File: config.mk
export PLATFORM = sky130hd
export DESIGN_NAME = eswm_cordic_cell
export DESIGN_NICKNAME = d
export VERILOG_FILES = /design/src/assert_macros.svh /design/src/eswm_pkg.sv /design/src/eswm_cordic_cell.sv
export SDC_FILE = /design/constraint.sdc
export NUM_CORES = 2
export LEC_CHECK = 0
export BUFFER_PORTS_ARGS = -buffer_cell sky130_fd_sc_hd__clkbuf_2
export CORE_AREA = 2 2 351 353
export CTS_BUF_LIST = sky130_fd_sc_hd__clkbuf_4 sky130_fd_sc_hd__clkbuf_8 sky130_fd_sc_hd__clkbuf_16
export DETAILED_ROUTE_END_ITERATION = 8
export DIE_AREA = 0 0 353 355
export GPL_TIMING_DRIVEN = 0
export HOLD_SLACK_MARGIN = 0.12
export PLACE_DENSITY = 0.68
export SYNTH_ARGS = -nofsm -noshare
export SYNTH_HDL_FRONTEND = slang
export SYNTH_SLANG_ARGS = --single-unit
File: constraint.sdc
create_clock -name clk -period 12.34 [get_ports clk]
set_clock_uncertainty 0.05 [all_clocks]
set_input_delay 2.468 -clock clk [delete_from_list [all_inputs] [get_ports clk]]
set_output_delay 2.468 -clock clk [all_outputs]
set_load 0.05 [all_outputs]
File: src/assert_macros.svh
// ----------------------------------------------------------------------------
// assert_macros.svh - concurrent assertion helpers for the world matrix block
// ----------------------------------------------------------------------------
`ifndef ASSERT_MACROS_SVH
`define ASSERT_MACROS_SVH
`ifndef NO_ASSERTIONS
// checked while out of reset
`define ESWM_ASSERT(lbl, clk, rst_n, prop, msg) \
  lbl: assert property (@(posedge clk) disable iff (!rst_n) prop) else $error(msg);
// checked on every edge, reset included
`define ESWM_ASSERT_ALWAYS(lbl, clk, prop, msg) \
  lbl: assert property (@(posedge clk) prop) else $error(msg);
`else
`define ESWM_ASSERT(lbl, clk, rst_n, prop, msg)
`define ESWM_ASSERT_ALWAYS(lbl, clk, prop, msg)
`endif
`endif

File: src/eswm_pkg.sv
// ----------------------------------------------------------------------------
// eswm_pkg - shared types, constants and helpers
// Arctangent table, CORDIC stage payload and matrix stage payloads.
// ----------------------------------------------------------------------------
package eswm_pkg;

  localparam int ANGLE_BITS  = 16;
  localparam int TRIG_STAGES = 14;
  localparam int ANGLE_DROP  = (ANGLE_BITS < 16) ? (16 - ANGLE_BITS) : 0;
  localparam int IDX_W       = 5;

  localparam logic signed [32:0] INV_GAIN_Q30 = 33'sd652032874;
  localparam logic signed [65:0] HALF_Q30     = 66'sd536870912;

  // CORDIC vector and angle, Q30 / 32 bit turn with headroom
  typedef logic signed [32:0] q30_t;
  // rotation terms after one product, Q30
  typedef logic signed [34:0] prod_t;
  // rotation entries after the sums, Q30
  typedef logic signed [35:0] ent_t;

  typedef struct packed {
    q30_t [2:0]  x;
    q30_t [2:0]  y;
    q30_t [2:0]  z;
    logic [2:0]  flip;
    logic [15:0] kx;
    logic [15:0] ky;
    logic [15:0] kz;
    logic [31:0] px;
    logic [31:0] py;
    logic [31:0] pz;
  } cord_t;

  typedef struct packed {
    prod_t       sxsy;
    prod_t       sxcy;
    prod_t       cycz;
    prod_t       cxsz;
    prod_t       sycz;
    prod_t       cysz;
    prod_t       cxcz;
    prod_t       sysz;
    prod_t       cxsy;
    prod_t       cxcy;
    q30_t        sz;
    q30_t        cz;
    q30_t        nsx;
    logic [15:0] kx;
    logic [15:0] ky;
    logic [15:0] kz;
    logic [31:0] px;
    logic [31:0] py;
    logic [31:0] pz;
  } mix1_t;

  typedef struct packed {
    ent_t [8:0]  r;
    logic [15:0] kx;
    logic [15:0] ky;
    logic [15:0] kz;
    logic [31:0] px;
    logic [31:0] py;
    logic [31:0] pz;
  } mix2_t;

  // arctangent of 2^-i in a 32 bit turn
  function automatic logic [31:0] atan_turn(input logic [IDX_W-1:0] i);
    logic [31:0] v;
    case (i)
      5'd0:    v = 32'h20000000;
      5'd1:    v = 32'h12E4051E;
      5'd2:    v = 32'h09FB385B;
      5'd3:    v = 32'h051111D4;
      5'd4:    v = 32'h028B0D43;
      5'd5:    v = 32'h0145D7E1;
      5'd6:    v = 32'h00A2F61E;
      5'd7:    v = 32'h00517C55;
      5'd8:    v = 32'h0028BE53;
      5'd9:    v = 32'h00145F2F;
      5'd10:   v = 32'h000A2F98;
      5'd11:   v = 32'h000517CC;
      5'd12:   v = 32'h00028BE6;
      5'd13:   v = 32'h000145F3;
      5'd14:   v = 32'h0000A2FA;
      5'd15:   v = 32'h0000517D;
      5'd16:   v = 32'h000028BE;
      5'd17:   v = 32'h0000145F;
      5'd18:   v = 32'h00000A30;
      5'd19:   v = 32'h00000518;
      5'd20:   v = 32'h0000028C;
      5'd21:   v = 32'h00000146;
      5'd22:   v = 32'h000000A3;
      5'd23:   v = 32'h00000051;
      default: v = 32'h00000000;
    endcase
    return v;
  endfunction

  // Q30 x Q30 -> Q30, round half up
  function automatic prod_t mul_q30(input q30_t a, input q30_t b);
    logic signed [65:0] p;
    logic signed [65:0] s;
    p = 66'(a) * 66'(b);
    s = (p + HALF_Q30) >>> 30;
    return s[34:0];
  endfunction

endpackage

File: src/eswm_cordic_cell.sv
// ----------------------------------------------------------------------------
// eswm_cordic_cell - one CORDIC rotation step for all three angles
// Holds the vectors of one item and hands them on each cycle it loads.
// ----------------------------------------------------------------------------
module eswm_cordic_cell (
  input  logic                          clk,
  input  logic                          load,
  input  logic [eswm_pkg::IDX_W-1:0]    stage_idx,
  input  eswm_pkg::cord_t               cell_in,
  output eswm_pkg::cord_t               cell_out
);

  eswm_pkg::cord_t cell_r;
  eswm_pkg::cord_t cell_nxt;
  eswm_pkg::q30_t  atan_w;

  assign atan_w = eswm_pkg::q30_t'({1'b0, eswm_pkg::atan_turn(stage_idx)});

  // rotate toward zero residual angle
  always_comb begin
    cell_nxt = cell_in;
    for (int a = 0; a < 3; a++) begin
      if (!cell_in.z[a][32]) begin
        cell_nxt.x[a] = $signed(cell_in.x[a]) - ($signed(cell_in.y[a]) >>> stage_idx);
        cell_nxt.y[a] = $signed(cell_in.y[a]) + ($signed(cell_in.x[a]) >>> stage_idx);
        cell_nxt.z[a] = $signed(cell_in.z[a]) - atan_w;
      end else begin
        cell_nxt.x[a] = $signed(cell_in.x[a]) + ($signed(cell_in.y[a]) >>> stage_idx);
        cell_nxt.y[a] = $signed(cell_in.y[a]) - ($signed(cell_in.x[a]) >>> stage_idx);
        cell_nxt.z[a] = $signed(cell_in.z[a]) + atan_w;
      end
    end
  end

  always_ff @(posedge clk) begin
    if (load) begin
      cell_r <= cell_nxt;
    end
  end

  assign cell_out = cell_r;

endmodule

======== After elaboration in Yosys (flattened, before gate mapping) ========
Memory sizes are Yosys's and may differ from the RTL's.
Cells that the tools add are included.
word-level totals
  word-level logic and storage cells ...... 50
  bits in read-only memories .............. 960
  output and inout port bits .............. 444
  memories ................................ 1
  register bits ........................... 444
memory list
  name              words  bits a word  rd ports  clocked after Yosys merged registers in  wr ports  line            source
  (name not given)  32     30           1         0                                        0         eswm_pkg.sv:70  case (i)
operators by class
  shifts and indexed selects .............. 6
  muxes and demuxes ....................... 9
  add/subtract/negate cells ............... 18
operator list
  kind                          number
  adder 33 bit                  9
  2-to-1 mux 33 bit             9
  subtractor 33 bit             9
  >>> shifter 33 x 5 -> 33 bit  6

======== Longest topological paths before layout ========
  word-level depth ........................ 3
  depth in mapped cells ................... 33
  depth with buffers taken out ............ 24

======== Worst setup path after synthesis ========
OpenSTA, ideal clock, no wires.
  path type ............................... in2reg
  from .................................... input port stage_idx[1] in the netlist's numbering
  to ...................................... register cell_r, in the netlist cell_out[178], data pin
  data arrival time ....................... 8.698 ns
  required time ........................... 12.032 ns
  path buffers ............................ 8
  library setup time ...................... 0.258 ns
  setup slack ............................. 3.335 ns
  stages on the path ...................... 30
  path through ............................ buf_2 inv_1 buf_2 buf_2 buf_4 buf_6 buf_2 buf_2 ha_1 nand2_1 a21oi_1 a211oi_1 ha_1 and4_1 nor4b_2 and3_1 buf_4 nor2_1 mux2_2 ha_1 and3_1 nand3_1 nor3_1 a211oi_1 a31oi_1 nor2b_1 or4_1 a31o_2 a21oi_1 xnor2_1
RTL lines
  item                  line                    source
  start, declared       eswm_cordic_cell.sv:8   input logic [eswm_pkg::IDX_W-1:0] stage_idx,
  end signal, assigned  eswm_cordic_cell.sv:37  cell_r <= cell_nxt;
  end, declared         eswm_cordic_cell.sv:13  eswm_pkg::cord_t cell_r;

==> impl_metrics.py <==
metrics = {
    "outcome": {
        "status": "finished with violations",
        "violations": "DRC, capacitance limit, slew limit, setup timing",
    },
    "synthesis": {
        "synth_seq_area_share": 0.2800,
        "synth_top_area_cell": "edfxtp_1",
        "synthesis.area_sq_mm": 0.04762,
        "synth-edff-count": 444,
        "synthFlopType": "edfxtp_1",
        "ys_types": 126,
        "synth_area_leaders": "edfxtp_1, mux4_2, ha_1",
        "syn_nets": 5635,
        "ys_ff_latch": 444,
        "syn_area_per_cell_sq_um": 9.779,
        "yosysWarnings": 0,
        "synth_top_area_share": 0.2800,
        "ys_async_sr_fraction": 0,
        "synthCells": 4870,
    },
    "grt": {
        "grt_max_degree": 120,
        "grt_first_pass_wirelength_um": 400600,
        "grt_pass1_vias": 47740,
        "track_usage": 0.4631,
        "grt_overflow": 0,
        "antenna_found_initial": 36,
    },
    "final_layout": {
        "final_cells": 7506,
        "multi_input_area_sq_mm": 0.03229,
        "layout_common_cells": "clkbuf_2, edfxtp_1, nor2_1, nand2_1, a21oi_1",
        "layout-drive-gt1-share": 0.2591,
        "final_nets": 6578,
        "syn_to_final_growth_pct": 17.91,
        "largest_reg_flops": 444,
        "layout_commonest_cell": "clkbuf_2",
        "regArea_sq_mm": 0.01333,
        "fillers": 11720,
        "final_area_sq_mm": 0.05616,
        "fin_util": 0.4626,
    },
    "timing": {
        "period_share": 1.004,
        "finalSetupTns_ps": -77.89,
        "setup_viol_count_final": 3,
        "hold_ws_ps": 1921,
        "finalCriticalPeriod_ps": 12390,
        "rsz0062_at_grt": "no",
        "slew_headroom": -0.1275,
        "worstMarginPinSlew_ps": 1691,
        "fin_ws_ps": -47.40,
        "report.final.slew_viol_count": 176,
        "fmaxAchievable_mhz": 80.73,
        "timing.final.hold_violations": 0,
    },
    "setup_path": {
        "crit_arrival_ps": 12700,
        "worstSetupPathType": "in -> reg",
        "crit_required_ps": 12660,
        "endpoint_kind": "register",
        "critPathLaunchType": "input port",
        "cp_max_fo": 10,
    },
    "placement": {
        "port_buffers": 889,
        "placed_area_sq_mm": 0.05428,
        "dp_cells": 7391,
        "place.gp.congestion": 1.160,
        "dp_hpwl_um": 233300,
    },
    "cts": {
        "cts_tree": "done",
        "cts_root_buf": "clkbuf_16",
        "clock_path_buffers": 3,
        "postCtsHoldBufs": 0,
        "clock_sinks": 444,
        "htree_levels": 2,
        "cts_buffers": 51,
        "cts.clk_slew.worst_paths_ps": 60,
    },
    "die": {
        "rows": 128,
        "io-pin-count": 895,
        "die_height_um": 355,
        "die_w_um": 353,
        "start_util": 0.3923,
        "dieArea_sq_mm": 0.1253,
        "coreArea_sq_mm": 0.1214,
    },
    "power": {
        "p_leak_nw": 23.34,
        "peakVddDrop_uv": 140.4,
        "cellPowerDensity_mw_per_mm2": 152.5,
    },
    "drt": {
        "vias": 51090,
        "first_iter_violations": 7537,
        "drc": 5,
        "routed_wl_um": 301000,
        "viasPerCell": 6.807,
        "drtPass1Iterations": 9,
        "avgRoutedWirePerCell_um": 40.10,
        "ant_nets": 0,
    },
    "min_path": {
        "min_path_type": "in -> reg",
    },
    "flow_run": {
        "maxCapViolCount": 20,
    },
}
-- synthesized netlist by cell type, types with 90 or more instances --
cell type,n
clkbuf_1,114
nor2_1,432
mux4_2,199
xor2_1,144
o21ai_0,260
xnor2_1,311
a21oi_1,380
a21o_1,109
ha_1,305
mux2i_1,191
nand2_1,387
edfxtp_1,444
nand3_1,90
inv_1,110
mux2_2,105
-- through the flow --
step | power, W | setup WS, ps
after floorplan | 0.005329 | 3335
after global placement | 0.006799 | -3268
after detailed placement | 0.006782 | -2125
after CTS | 0.008436 | 17.48
after global routing | 0.008810 | 76.93
final | 0.008564 | -47.40
-- kinds of logic after synthesis --
family	after synthesis	share of synthesized area
xor gates and xnor gates	455	0.08368
muxes	539	0.1819
and+or+nand+nor	1376	0.1410
buffers and inverters	379	0.04238
adders and majority gates	314	0.08391
AOI/OAI and AO/OA	1363	0.1871
DFF	444	0.2800
-- area by class of cell --
cell class	count	area share
diodes	26	0.001159
plain buffers	260	0.02863
clock buffers	56	0.02340
clock inverters	39	0.008467
inverters	112	0.007486
multi-input cells	4047	0.5750
flip-flops and latches	444	0.2374
well taps	1625	0.03621
repair buffers	897	0.08222
-- worst paths after layout --
check	startpoint	end	slack, ps	cells after the start
hold / removal	cell_in[63]	cell_out[63]	1920	1
setup / recovery	stage_idx[2]	cell_out[343]	-50	28
-- critical path, stage by stage --
cell      delay (ps)
buf_2            180
buf_2            250
inv_1            170
buf_2            320
buf_2            500
buf_2            610
buf_2            590
buf_1           1140
buf_1           1160
mux2i_1          630
nand2_1          120
a31oi_1          410
ha_1             340
nand3_1           90
nor2_1           360
and4_1           380
nor2_1            80
xor2_1           170
ha_1             380
and3_1           240
and4_1           210
o21ai_0          100
o211ai_1         180
nor4_1           380
o21ai_0          220
a21o_1           210
o41ai_1          530
o311ai_0         240
-- power breakdown --
part | leakage (nW) | total, W | internal [W] | switching (W)
registers | 4.35 | 0.00226 | 0.00211 | 0.000154
logic | 18.1 | 0.00466 | 0.00137 | 0.00329
clock network | 0.853 | 0.00164 | 0.000944 | 0.000693
total | 23.3 | 0.00856 | 0.00442 | 0.00414
-- what timing repair did --
| item | CTS | global route |
|---|---|---|
| setup buffers | 0 | 0 |
| resized for setup | 4 | 9 |
| endpoints found under the setup margin | 71 | 18 |
-- per-layer routing --
layer  global-route usage  vias up  part of all wire
met2               0.6857     4133              0.42
met3               0.1973     1276              0.13
met4               0.3737       16             0.099
li1                     -    20680                 -
met5              0.01057        -           0.00067
met1               0.5208    24990              0.35
(Power assumes the default switching activity.)
